--- config.mk ---
export PLATFORM = sky130hd
export DESIGN_NAME = esc_stick_programming_sequencer_top
export DESIGN_NICKNAME = d
export VERILOG_FILES = /design/src/hw/rtl/esc_sps_pkg.sv /design/src/hw/rtl/esc_sps_core.sv /design/src/hw/rtl/esc_stick_programming_sequencer_top.sv
export SDC_FILE = /design/constraint.sdc
export NUM_CORES = 1
export LEC_CHECK = 0
export BUFFER_PORTS_ARGS = -buffer_cell sky130_fd_sc_hd__buf_2
export CORE_MARGIN = 5
export CORE_UTILIZATION = 25
export DETAILED_ROUTE_END_ITERATION = 8
export GPL_ROUTABILITY_DRIVEN = 0
export GPL_TIMING_DRIVEN = 1
export SYNTH_ARGS = -nofsm -noshare
export SYNTH_HDL_FRONTEND = slang
export SYNTH_HIERARCHICAL = 1
export SYNTH_SLANG_ARGS = --single-unit
--- constraint.sdc ---
create_clock -name clk -period 5.4 [get_ports clk]
set_input_delay 1.08 -clock clk [delete_from_list [all_inputs] [get_ports clk]]
set_output_delay 1.08 -clock clk [all_outputs]
set_load 0.05 [all_outputs]
--- src/hw/rtl/esc_sps_pkg.sv ---
// Shared types and constants for the ESC stick-programming sequencer.
// Holds the transaction structs, the config write struct and the option-count table.
// No dependencies.
package esc_sps_pkg;

	localparam int unsigned ROWS_DEFAULT = 12;
	localparam int unsigned CFG_W = 16;
	localparam int unsigned CFG_IDX_W = 3;

	localparam logic [CFG_IDX_W-1:0] CFG_TAP_MAX    = 3'd0;
	localparam logic [CFG_IDX_W-1:0] CFG_ENTRY_FULL = 3'd1;
	localparam logic [CFG_IDX_W-1:0] CFG_ENTRY_LOW  = 3'd2;
	localparam logic [CFG_IDX_W-1:0] CFG_ADVANCE    = 3'd3;
	localparam logic [CFG_IDX_W-1:0] CFG_SETTLE     = 3'd4;
	localparam logic [CFG_IDX_W-1:0] CFG_ROW        = 3'd5;
	localparam logic [CFG_IDX_W-1:0] CFG_EXIT       = 3'd6;

	localparam logic [11:0] STICK_HIGH = 12'd3500;
	localparam logic [11:0] STICK_LOW  = 12'd500;
	localparam logic [11:0] THR_FULL    = 12'd4095;
	localparam logic [11:0] THR_ZERO    = 12'd0;
	localparam logic [11:0] THR_NEUTRAL = 12'd2048;
	localparam logic [11:0] STEER_CENTER = 12'd2048;

	typedef struct packed {
		logic [11:0] raw_x;
		logic [11:0] raw_y;
		logic [31:0] time_ms;
		logic        restart;
	} sample_t;

	typedef struct packed {
		logic [11:0] steer_out;
		logic [11:0] throttle_out;
		logic [3:0]  phase;
		logic [3:0]  edit_row;
		logic [3:0]  edit_option;
		logic [3:0]  prog_row;
		logic        complete;
	} command_t;

	typedef struct packed {
		logic                 we;
		logic [CFG_IDX_W-1:0] idx;
		logic [CFG_W-1:0]     data;
	} cfg_wr_t;

	function automatic logic [3:0] option_count(input logic [3:0] row);
		logic [3:0] cnt;
		case (row)
			4'd0: cnt = 4'd4;
			4'd1: cnt = 4'd2;
			4'd5: cnt = 4'd8;
			4'd9: cnt = 4'd8;
			4'd10: cnt = 4'd7;
			4'd11: cnt = 4'd6;
			default: cnt = 4'd10;
		endcase
		return cnt;
	endfunction

endpackage

--- src/hw/rtl/esc_sps_core.sv ---
// Sequencer state, configuration registers and the per-sample update logic.
// Depends on esc_sps_pkg.
module esc_sps_core #(
	parameter int unsigned ROWS = esc_sps_pkg::ROWS_DEFAULT
) (
	input  logic                  clk,
	input  logic                  arst_n,
	input  logic                  step,
	input  esc_sps_pkg::sample_t  smp,
	input  esc_sps_pkg::cfg_wr_t  cfg,
	output esc_sps_pkg::command_t cmd
);
	import esc_sps_pkg::*;

	localparam int unsigned RowW = (ROWS > 1) ? $clog2(ROWS) : 1;
	localparam int unsigned PrW = $clog2(ROWS + 1);

	typedef enum logic [3:0] {
		PH_EDIT       = 4'd0,
		PH_CONFIRM    = 4'd1,
		PH_WAIT       = 4'd2,
		PH_ENTRY_FULL = 4'd3,
		PH_ENTRY_LOW  = 4'd4,
		PH_ADVANCE    = 4'd5,
		PH_SETTLE     = 4'd6,
		PH_ROWCONF    = 4'd7,
		PH_EXIT       = 4'd8,
		PH_DONE       = 4'd9
	} phase_t;

	logic [CFG_W-1:0] tap_max_q, entry_full_q, entry_low_q, advance_q;
	logic [CFG_W-1:0] settle_q, row_q, exit_q;

	phase_t          phase_q, phase_e, phase_n;
	logic [31:0]     entered_q, entered_n;
	logic [31:0]     up_time_q, down_time_q, right_time_q;
	logic [31:0]     up_time_n, down_time_n, right_time_n;
	logic [2:0]      prev_q, prev_e, dirs, rising, falling;
	logic [RowW-1:0] cursor_q, cursor_e, cursor_n;
	logic [3:0]      cur_opt_q, cur_opt_e, cur_opt_n;
	logic [PrW-1:0]  prog_q, prog_e, prog_n, prog_inc;
	logic [3:0]      pulses_q, pulses_n;
	logic [3:0]      opts_q [ROWS];
	logic [RowW-1:0] rd_idx;
	logic [3:0]      rd_opt, cnt, opt_up, opt_dn, pulses_dec;
	logic            opt_we;
	logic [31:0]     elapsed;
	logic [11:0]     throttle;
	logic            up_tap, down_tap, right_tap;

	// Bit 0 is up, bit 1 is down, bit 2 is right.
	assign dirs = {smp.raw_x > STICK_HIGH, smp.raw_y < STICK_LOW, smp.raw_y > STICK_HIGH};

	assign phase_e   = smp.restart ? PH_EDIT : phase_q;
	assign cursor_e  = smp.restart ? '0 : cursor_q;
	assign cur_opt_e = smp.restart ? 4'd0 : cur_opt_q;
	assign prog_e    = smp.restart ? '0 : prog_q;
	assign prev_e    = smp.restart ? 3'b000 : prev_q;

	assign rising  = dirs & ~prev_e;
	assign falling = prev_e & ~dirs;
	assign elapsed = smp.time_ms - entered_q;
	assign prog_inc = prog_e + PrW'(1);
	assign pulses_dec = pulses_q - 4'd1;

	assign up_tap    = falling[0] && ((smp.time_ms - up_time_q) < {16'd0, tap_max_q});
	assign down_tap  = falling[1] && ((smp.time_ms - down_time_q) < {16'd0, tap_max_q});
	assign right_tap = falling[2] && ((smp.time_ms - right_time_q) < {16'd0, tap_max_q});

	assign cnt = option_count(4'(cursor_e));
	assign opt_up = !up_tap ? cur_opt_e :
		(({1'b0, cur_opt_e} + 5'd1) < {1'b0, cnt}) ? cur_opt_e + 4'd1 : 4'd0;
	assign opt_dn = !down_tap ? opt_up : (opt_up != 4'd0) ? opt_up - 4'd1 : cnt - 4'd1;

	// Only one row is ever read for programming: row zero on entry, else the next row.
	assign rd_idx = (phase_e == PH_ENTRY_LOW) ? '0 : prog_inc[RowW-1:0];
	assign rd_opt = opts_q[rd_idx];

	always_comb begin
		phase_n = phase_e;
		entered_n = entered_q;
		up_time_n = up_time_q;
		down_time_n = down_time_q;
		right_time_n = right_time_q;
		cursor_n = cursor_e;
		cur_opt_n = cur_opt_e;
		prog_n = prog_e;
		pulses_n = pulses_q;
		opt_we = 1'b0;
		throttle = THR_NEUTRAL;
		case (phase_e)
			PH_EDIT: begin
				if (rising[0]) up_time_n = smp.time_ms;
				if (rising[1]) down_time_n = smp.time_ms;
				if (rising[2]) right_time_n = smp.time_ms;
				opt_we = 1'b1;
				cur_opt_n = opt_dn;
				if (right_tap) begin
					if (cursor_e < RowW'(ROWS - 1)) begin
						// Rows past the cursor are untouched since the last clear.
						cursor_n = cursor_e + RowW'(1);
						cur_opt_n = 4'd0;
					end else begin
						phase_n = PH_CONFIRM;
						entered_n = smp.time_ms;
					end
				end
			end
			PH_CONFIRM: begin
				if (rising[0]) begin
					phase_n = PH_WAIT;
					entered_n = smp.time_ms;
				end
			end
			PH_WAIT: begin
				if (rising[0]) begin
					phase_n = PH_ENTRY_FULL;
					entered_n = smp.time_ms;
				end
			end
			PH_ENTRY_FULL: begin
				throttle = THR_FULL;
				if (elapsed >= {16'd0, entry_full_q}) begin
					phase_n = PH_ENTRY_LOW;
					entered_n = smp.time_ms;
				end
			end
			PH_ENTRY_LOW: begin
				throttle = THR_ZERO;
				if (elapsed >= {16'd0, entry_low_q}) begin
					prog_n = '0;
					pulses_n = rd_opt;
					phase_n = (rd_opt != 4'd0) ? PH_ADVANCE : PH_ROWCONF;
					entered_n = smp.time_ms;
				end
			end
			PH_ADVANCE: begin
				throttle = THR_FULL;
				if (elapsed >= {16'd0, advance_q}) begin
					pulses_n = pulses_dec;
					phase_n = (pulses_dec != 4'd0) ? PH_ADVANCE : PH_SETTLE;
					entered_n = smp.time_ms;
				end
			end
			PH_SETTLE: begin
				throttle = THR_ZERO;
				if (elapsed >= {16'd0, settle_q}) begin
					phase_n = PH_ROWCONF;
					entered_n = smp.time_ms;
				end
			end
			PH_ROWCONF: begin
				throttle = THR_ZERO;
				if (elapsed >= {16'd0, row_q}) begin
					prog_n = prog_inc;
					entered_n = smp.time_ms;
					if (prog_inc >= PrW'(ROWS)) begin
						phase_n = PH_EXIT;
					end else begin
						pulses_n = rd_opt;
						phase_n = (rd_opt != 4'd0) ? PH_ADVANCE : PH_ROWCONF;
					end
				end
			end
			PH_EXIT: begin
				throttle = THR_FULL;
				if (elapsed >= {16'd0, exit_q}) phase_n = PH_DONE;
			end
			default: begin
			end
		endcase
	end

	always_ff @(posedge clk or negedge arst_n) begin
		if (!arst_n) begin
			tap_max_q <= 16'd500;
			entry_full_q <= 16'd5000;
			entry_low_q <= 16'd3000;
			advance_q <= 16'd500;
			settle_q <= 16'd500;
			row_q <= 16'd3000;
			exit_q <= 16'd3000;
			phase_q <= PH_EDIT;
			entered_q <= '0;
			up_time_q <= '0;
			down_time_q <= '0;
			right_time_q <= '0;
			prev_q <= '0;
			cursor_q <= '0;
			cur_opt_q <= '0;
			prog_q <= '0;
			pulses_q <= '0;
			for (int i = 0; i < ROWS; i++) opts_q[i] <= '0;
		end else begin
			if (cfg.we) begin
				case (cfg.idx)
					CFG_TAP_MAX: tap_max_q <= cfg.data;
					CFG_ENTRY_FULL: entry_full_q <= cfg.data;
					CFG_ENTRY_LOW: entry_low_q <= cfg.data;
					CFG_ADVANCE: advance_q <= cfg.data;
					CFG_SETTLE: settle_q <= cfg.data;
					CFG_ROW: row_q <= cfg.data;
					CFG_EXIT: exit_q <= cfg.data;
					default: begin
					end
				endcase
			end
			if (step) begin
				phase_q <= phase_n;
				entered_q <= entered_n;
				up_time_q <= up_time_n;
				down_time_q <= down_time_n;
				right_time_q <= right_time_n;
				prev_q <= dirs;
				cursor_q <= cursor_n;
				cur_opt_q <= cur_opt_n;
				prog_q <= prog_n;
				pulses_q <= pulses_n;
				for (int i = 0; i < ROWS; i++) begin
					if (opt_we && (RowW'(i) == cursor_e)) opts_q[i] <= opt_dn;
					else if (smp.restart) opts_q[i] <= '0;
				end
			end
		end
	end

	always_comb begin
		cmd.steer_out = STEER_CENTER;
		cmd.throttle_out = throttle;
		cmd.phase = phase_n;
		cmd.edit_row = 4'(cursor_n);
		cmd.edit_option = cur_opt_n;
		cmd.prog_row = 4'(prog_n);
		cmd.complete = (phase_n == PH_DONE);
	end

endmodule

--- src/hw/rtl/esc_stick_programming_sequencer_top.sv ---
// Top level of the ESC stick-programming sequencer: sample register, command register
// and handshakes around the sequencer core. Depends on esc_sps_pkg and esc_sps_core.
//
//   channel   direction  handshake                    payload
//   sample    in         sample_valid / sample_stall  sample  (esc_sps_pkg::sample_t)
//   command   out        cmd_valid / cmd_stall        cmd     (esc_sps_pkg::command_t)
//   config    in         cfg_we                       cfg_idx, cfg_data
//
// A sample waits in the sample register while the core logic works out its command,
// which is then registered in the command register, and cmd_valid rises once it is
// there. One sample is accepted per cycle while sample_stall is low.
// Reset returns all state and configuration to defaults; no clearing pass is needed.
// When the command register is held by cmd_stall, the sample register holds too and
// sample_stall rises while it is occupied.
module esc_stick_programming_sequencer_top #(
	parameter int unsigned ROWS = esc_sps_pkg::ROWS_DEFAULT
) (
	input  logic                                 clk,
	input  logic                                 arst_n,
	input  logic                                 sample_valid,
	output logic                                 sample_stall,
	input  esc_sps_pkg::sample_t                 sample,
	output logic                                 cmd_valid,
	input  logic                                 cmd_stall,
	output esc_sps_pkg::command_t                cmd,
	input  logic                                 cfg_we,
	input  logic [esc_sps_pkg::CFG_IDX_W-1:0]    cfg_idx,
	input  logic [esc_sps_pkg::CFG_W-1:0]        cfg_data
);
	import esc_sps_pkg::*;

	logic     smp_valid_s1;
	sample_t  smp_s1;
	logic     cmd_valid_q;
	command_t cmd_q;
	command_t core_cmd;
	cfg_wr_t  cfg;
	logic     advance;
	logic     load;

	assign advance = !cmd_valid_q || !cmd_stall;
	assign sample_stall = smp_valid_s1 && !advance;
	assign load = sample_valid && !sample_stall;
	assign cfg = '{we: cfg_we, idx: cfg_idx, data: cfg_data};

	esc_sps_core #(
		.ROWS(ROWS)
	) u_core (
		.clk(clk),
		.arst_n(arst_n),
		.step(smp_valid_s1 && advance),
		.smp(smp_s1),
		.cfg(cfg),
		.cmd(core_cmd)
	);

	always_ff @(posedge clk or negedge arst_n) begin
		if (!arst_n) begin
			smp_valid_s1 <= 1'b0;
			cmd_valid_q <= 1'b0;
		end else begin
			if (load) begin
				smp_valid_s1 <= 1'b1;
			end else if (advance) begin
				smp_valid_s1 <= 1'b0;
			end
			if (advance) cmd_valid_q <= smp_valid_s1;
		end
	end

	always_ff @(posedge clk) begin
		if (load) smp_s1 <= sample;
		if (advance && smp_valid_s1) cmd_q <= core_cmd;
	end

	assign cmd_valid = cmd_valid_q;
	assign cmd = cmd_q;

endmodule

==> impl_metrics.env <==
export IMPL_period_share=1.06
export IMPL_start_util=0.252
export IMPL_timing_final_crit_period_ns=5.71
export IMPL_coreArea_mm2=0.114
export IMPL_synth_seq_cells=411
export IMPL_die_area_mm2=0.122
export IMPL_routed_wl_um=86100
export IMPL_power_leakage_nw=15.6
export IMPL_finalSetupViolations=81
export IMPL_instances_no_fill=5063
export IMPL_synth_seq_area_share=0.376
export IMPL_cts_hold_buffers_added=0
export IMPL_fin_ws_ns=-0.314
export IMPL_antenna_cells=0
export IMPL_power_density_mw_per_mm2=528
export IMPL_critPathMaxFanout=6
export IMPL_hold_viol_final=0
export IMPL_cts_root_buf="clkbuf_16"
export IMPL_boundaryPins=124
export IMPL_htreeDepth=2
export IMPL_wl_per_cell_um=17.0
export IMPL_clk_pin_slew_ns=0.06
export IMPL_vias=25000
export IMPL_grt_max_degree=111
export IMPL_nFillCells=11900
export IMPL_portBuffers=123
export IMPL_reg2reg_setup_slack_ns=-0.31
export IMPL_worst_path_max_delay_cell="or4b_4"
export IMPL_netlist_area_mm2=0.0288
export IMPL_via_per_inst=4.93
export IMPL_clkSinkCount=411
export IMPL_status="complete, but fails checks"
export IMPL_irDropWorstVdd_mv=0.244
export IMPL_synth_warning_count=6
export IMPL_ys_async_sr_fraction=0.762
export IMPL_worst_path_buf_inv=2
export IMPL_criticalPathCategory="reg2reg"
export IMPL_antenna_found_initial=5
export IMPL_r2r_cells=28
export IMPL_critical_path_top_delay_family="compound AO/OA/AOI/OAI gates"
export IMPL_grt_pass1_wl_um=134000
export IMPL_placed_cells=4938
export IMPL_dpl_instance_area_mm2=0.0328
export IMPL_cts_tree="done"
export IMPL_fmax_mhz=175
export IMPL_total_power_mw=18.8
export IMPL_postRouteAntennaNets=0
export IMPL_grt_usage=0.136
export IMPL_yosys_cell_types_count=106
export IMPL_required_ns=5.84
export IMPL_violations="negative setup slack"
export IMPL_end_kind="flop"
export IMPL_critPathLaunchType="flop"
export IMPL_fin_area_mm2=0.0356
export IMPL_postSynthAreaPerCell_um2=9.07
export IMPL_drive_gt1_frac=0.235
export IMPL_cts_buffers=49
export IMPL_clock_skew_final_ns=0.0230
export IMPL_rows=124
export IMPL_clock_latency_ns=0.61
export IMPL_overflow=0
export IMPL_cts_path_max_buffers=3
export IMPL_drtPass1Iterations=6
export IMPL_max_stage_delay_ns=0.59
export IMPL_grt_pass1_vias=24400
export IMPL_drv_slew=0
export IMPL_dpl_hpwl_um=65500
export IMPL_syn_to_final_growth_pct=23.6
export IMPL_drt_iter0_drc=1883
export IMPL_rsz0062_at_grt="yes"
export IMPL_crit_cells=28
export IMPL_worstPathArrival_ns=6.15
export IMPL_die_x_um=349
export IMPL_worstHoldPathType="in2async"
export IMPL_synth_edf_count=98
export IMPL_cap_violations=0
export IMPL_relSlewSlack=0.290
export IMPL_fin_nets=3873
export IMPL_drc_errors=0
export IMPL_synthFlopType="dfrtp_1"
export IMPL_worst_slew_pin_slew_ns=1.06
export IMPL_timing_rr_start="smp_s1[1]"
export IMPL_r2r_end="cmd[8]"
export IMPL_dieHeight_um=349
export IMPL_netlist_instances=3171
export IMPL_critPathLaunch="smp_s1[1]"
export IMPL_endpoint="cmd[8]"
[sequential cells by signal (all words and copies together), names as in the netlist]
name,count
u_core/pulses_q,4
u_core/advance_q,16
u_core/down_time_q,32
u_core/prog_q,4
u_core/entry_low_q,16
u_core/row_q,16
u_core/exit_q,16
u_core/right_time_q,32
u_core/entry_full_q,16
u_core/settle_q,16
u_core/entered_q,32
u_core/cur_opt_q,4
u_core/prev_q,3
cmd,41
u_core/tap_max_q,16
u_core/cursor_q,4
u_core/phase_q,4
u_core/up_time_q,32
smp_s1,57
u_core/opts_q,48
cmd_valid,1
smp_valid_s1,1
[layer usage]
| layer | wire length [µm] | track usage | vias up |
|---|---|---|---|
| met5 | 12 | 0 | - |
| met2 | 38900 | 0.220 | 729 |
| met4 | 2390 | 0.0372 | 2 |
| li1 | - | - | 12200 |
| met3 | 4730 | 0.0206 | 158 |
| met1 | 40100 | 0.189 | 11900 |
[worst reg2reg max path, delay by kind of cell (launching register included)]
kind            cells  cell delay, ns
mux                 1            0.14
compound gates     11            2.11
flops               1            0.40
fa+ha+maj           3            0.64
simple gates       10            2.05
xor+xnor            1            0.09
buf+inv             2            0.13
[per-stage QoR]
| stage | setup WS [ns] | utilization | hold slack (ns) | TNS [ns] |
|---|---|---|---|---|
| after detailed placement | -0.595 | 0.287 | 0.469 | -38.09 |
| after floorplan | -0.0393 | - | 0.442 | -0.159 |
| after CTS | -0.346 | 0.308 | 0.464 | -15.45 |
| after global routing | -0.613 | 0.311 | 0.512 | -33.34 |
| final | -0.314 | 0.311 | 0.468 | -12.31 |
| after global placement | -0.512 | 0.287 | 0.461 | -32.59 |
[repair_timing]
| action | in CTS | in global routing |
|---|---|---|
| buffers inserted | 24 | 6 |
| resized for setup | 104 | 71 |
| pin swaps | 43 | 39 |
| gates cloned | 4 | 1 |
| setup endpoints to repair | 99 | 101 |
[area by class of cell]
type	instances	area, µm²	area share
flip-flops and latches	411	10800	0.305
clock buffers	74	1500	0.0423
well taps	1512	1890	0.0532
repair buffers	427	3140	0.0884
inverters	293	1100	0.0311
multi-input cells	2329	16900	0.476
clock inverters	17	159	0.00447
[Yosys cell counts (all sizes together) (20+ instances only)]
| cell | number | area (µm²) |
|---|---|---|
| mux2 | 125 | 1520 |
| a21o | 65 | 489 |
| nand2b | 32 | 200 |
| o31ai | 25 | 206 |
| o211ai | 31 | 238 |
| buf | 44 | 297 |
| dfstp | 44 | 1160 |
| nand2 | 327 | 1230 |
| or3 | 20 | 130 |
| o21ai | 314 | 1580 |
| o21a | 30 | 225 |
| nor2 | 153 | 574 |
| a211oi | 23 | 173 |
| a31oi | 35 | 225 |
| ha | 277 | 3470 |
| mux2i | 22 | 220 |
| nor3 | 70 | 350 |
| a21oi | 198 | 1010 |
| xnor2 | 61 | 534 |
| edfxtp | 98 | 2940 |
| nand4 | 50 | 313 |
| inv | 292 | 1100 |
| xor2 | 28 | 245 |
| nor2b | 28 | 175 |
| nand3 | 118 | 596 |
| dfrtp | 269 | 6730 |
| clkbuf | 104 | 393 |
[layout by cell type (no fill, tap or decap), types with 25 or more instances in the layout]
| cell type | count |
|---|---|
| nand2_1 | 323 |
| inv_1 | 289 |
| buf_4 | 278 |
| dfrtp_1 | 269 |
| o21ai_0 | 267 |
| ha_1 | 265 |
| a21oi_1 | 183 |
| nor2_1 | 152 |
| buf_2 | 122 |
| nand3_1 | 113 |
| edfxtp_1 | 98 |
| mux2_2 | 95 |
| a21o_1 | 64 |
| nor3_1 | 64 |
| xnor2_1 | 58 |
| clkbuf_16 | 51 |
| nand4_1 | 50 |
| dfstp_2 | 44 |
| a31oi_1 | 32 |
| nand2b_1 | 30 |
| o21a_1 | 30 |
| o211ai_1 | 30 |
| o21ai_2 | 30 |
| mux2_4 | 29 |
| xor2_1 | 27 |
| nor2b_1 | 25 |
[cell families (layout without fill, tap and decap cells)]
family	Yosys count	in the layout	share of synthesized area
xor gates and xnor gates	89	89	0.0271
DFF	411	411	0.376
AOI/OAI and AO/OA	886	886	0.194
and+or+nand+nor	910	910	0.153
adders and majority gates	281	281	0.123
muxes	151	151	0.0635
buffers and inverters	441	811	0.0622
other	2	12	0.000261
[power breakdown]
group / switching [mW] / internal (mW)
sequential: 0.329 / 3.93
clock: 1.38 / 2.02
combinational: 6.25 / 4.86
total: 7.96 / 10.8
[worst min-delay path by stage]
stage,start,cells past startpoint,end,slack [ns]
after CTS,arst_n,1,u_core/up_time_q[28],0.46
after global routing,u_core/advance_q[14],1,u_core/advance_q[14],0.51
after floorplan,u_core/prev_q[2],2,u_core/prev_q[2],0.44
final,arst_n,1,u_core/up_time_q[28],0.47
after global placement,u_core/prev_q[2],2,u_core/prev_q[2],0.46
after detailed placement,u_core/prev_q[2],2,u_core/prev_q[2],0.47
Note: power is estimated with default switching activity, not from simulation.
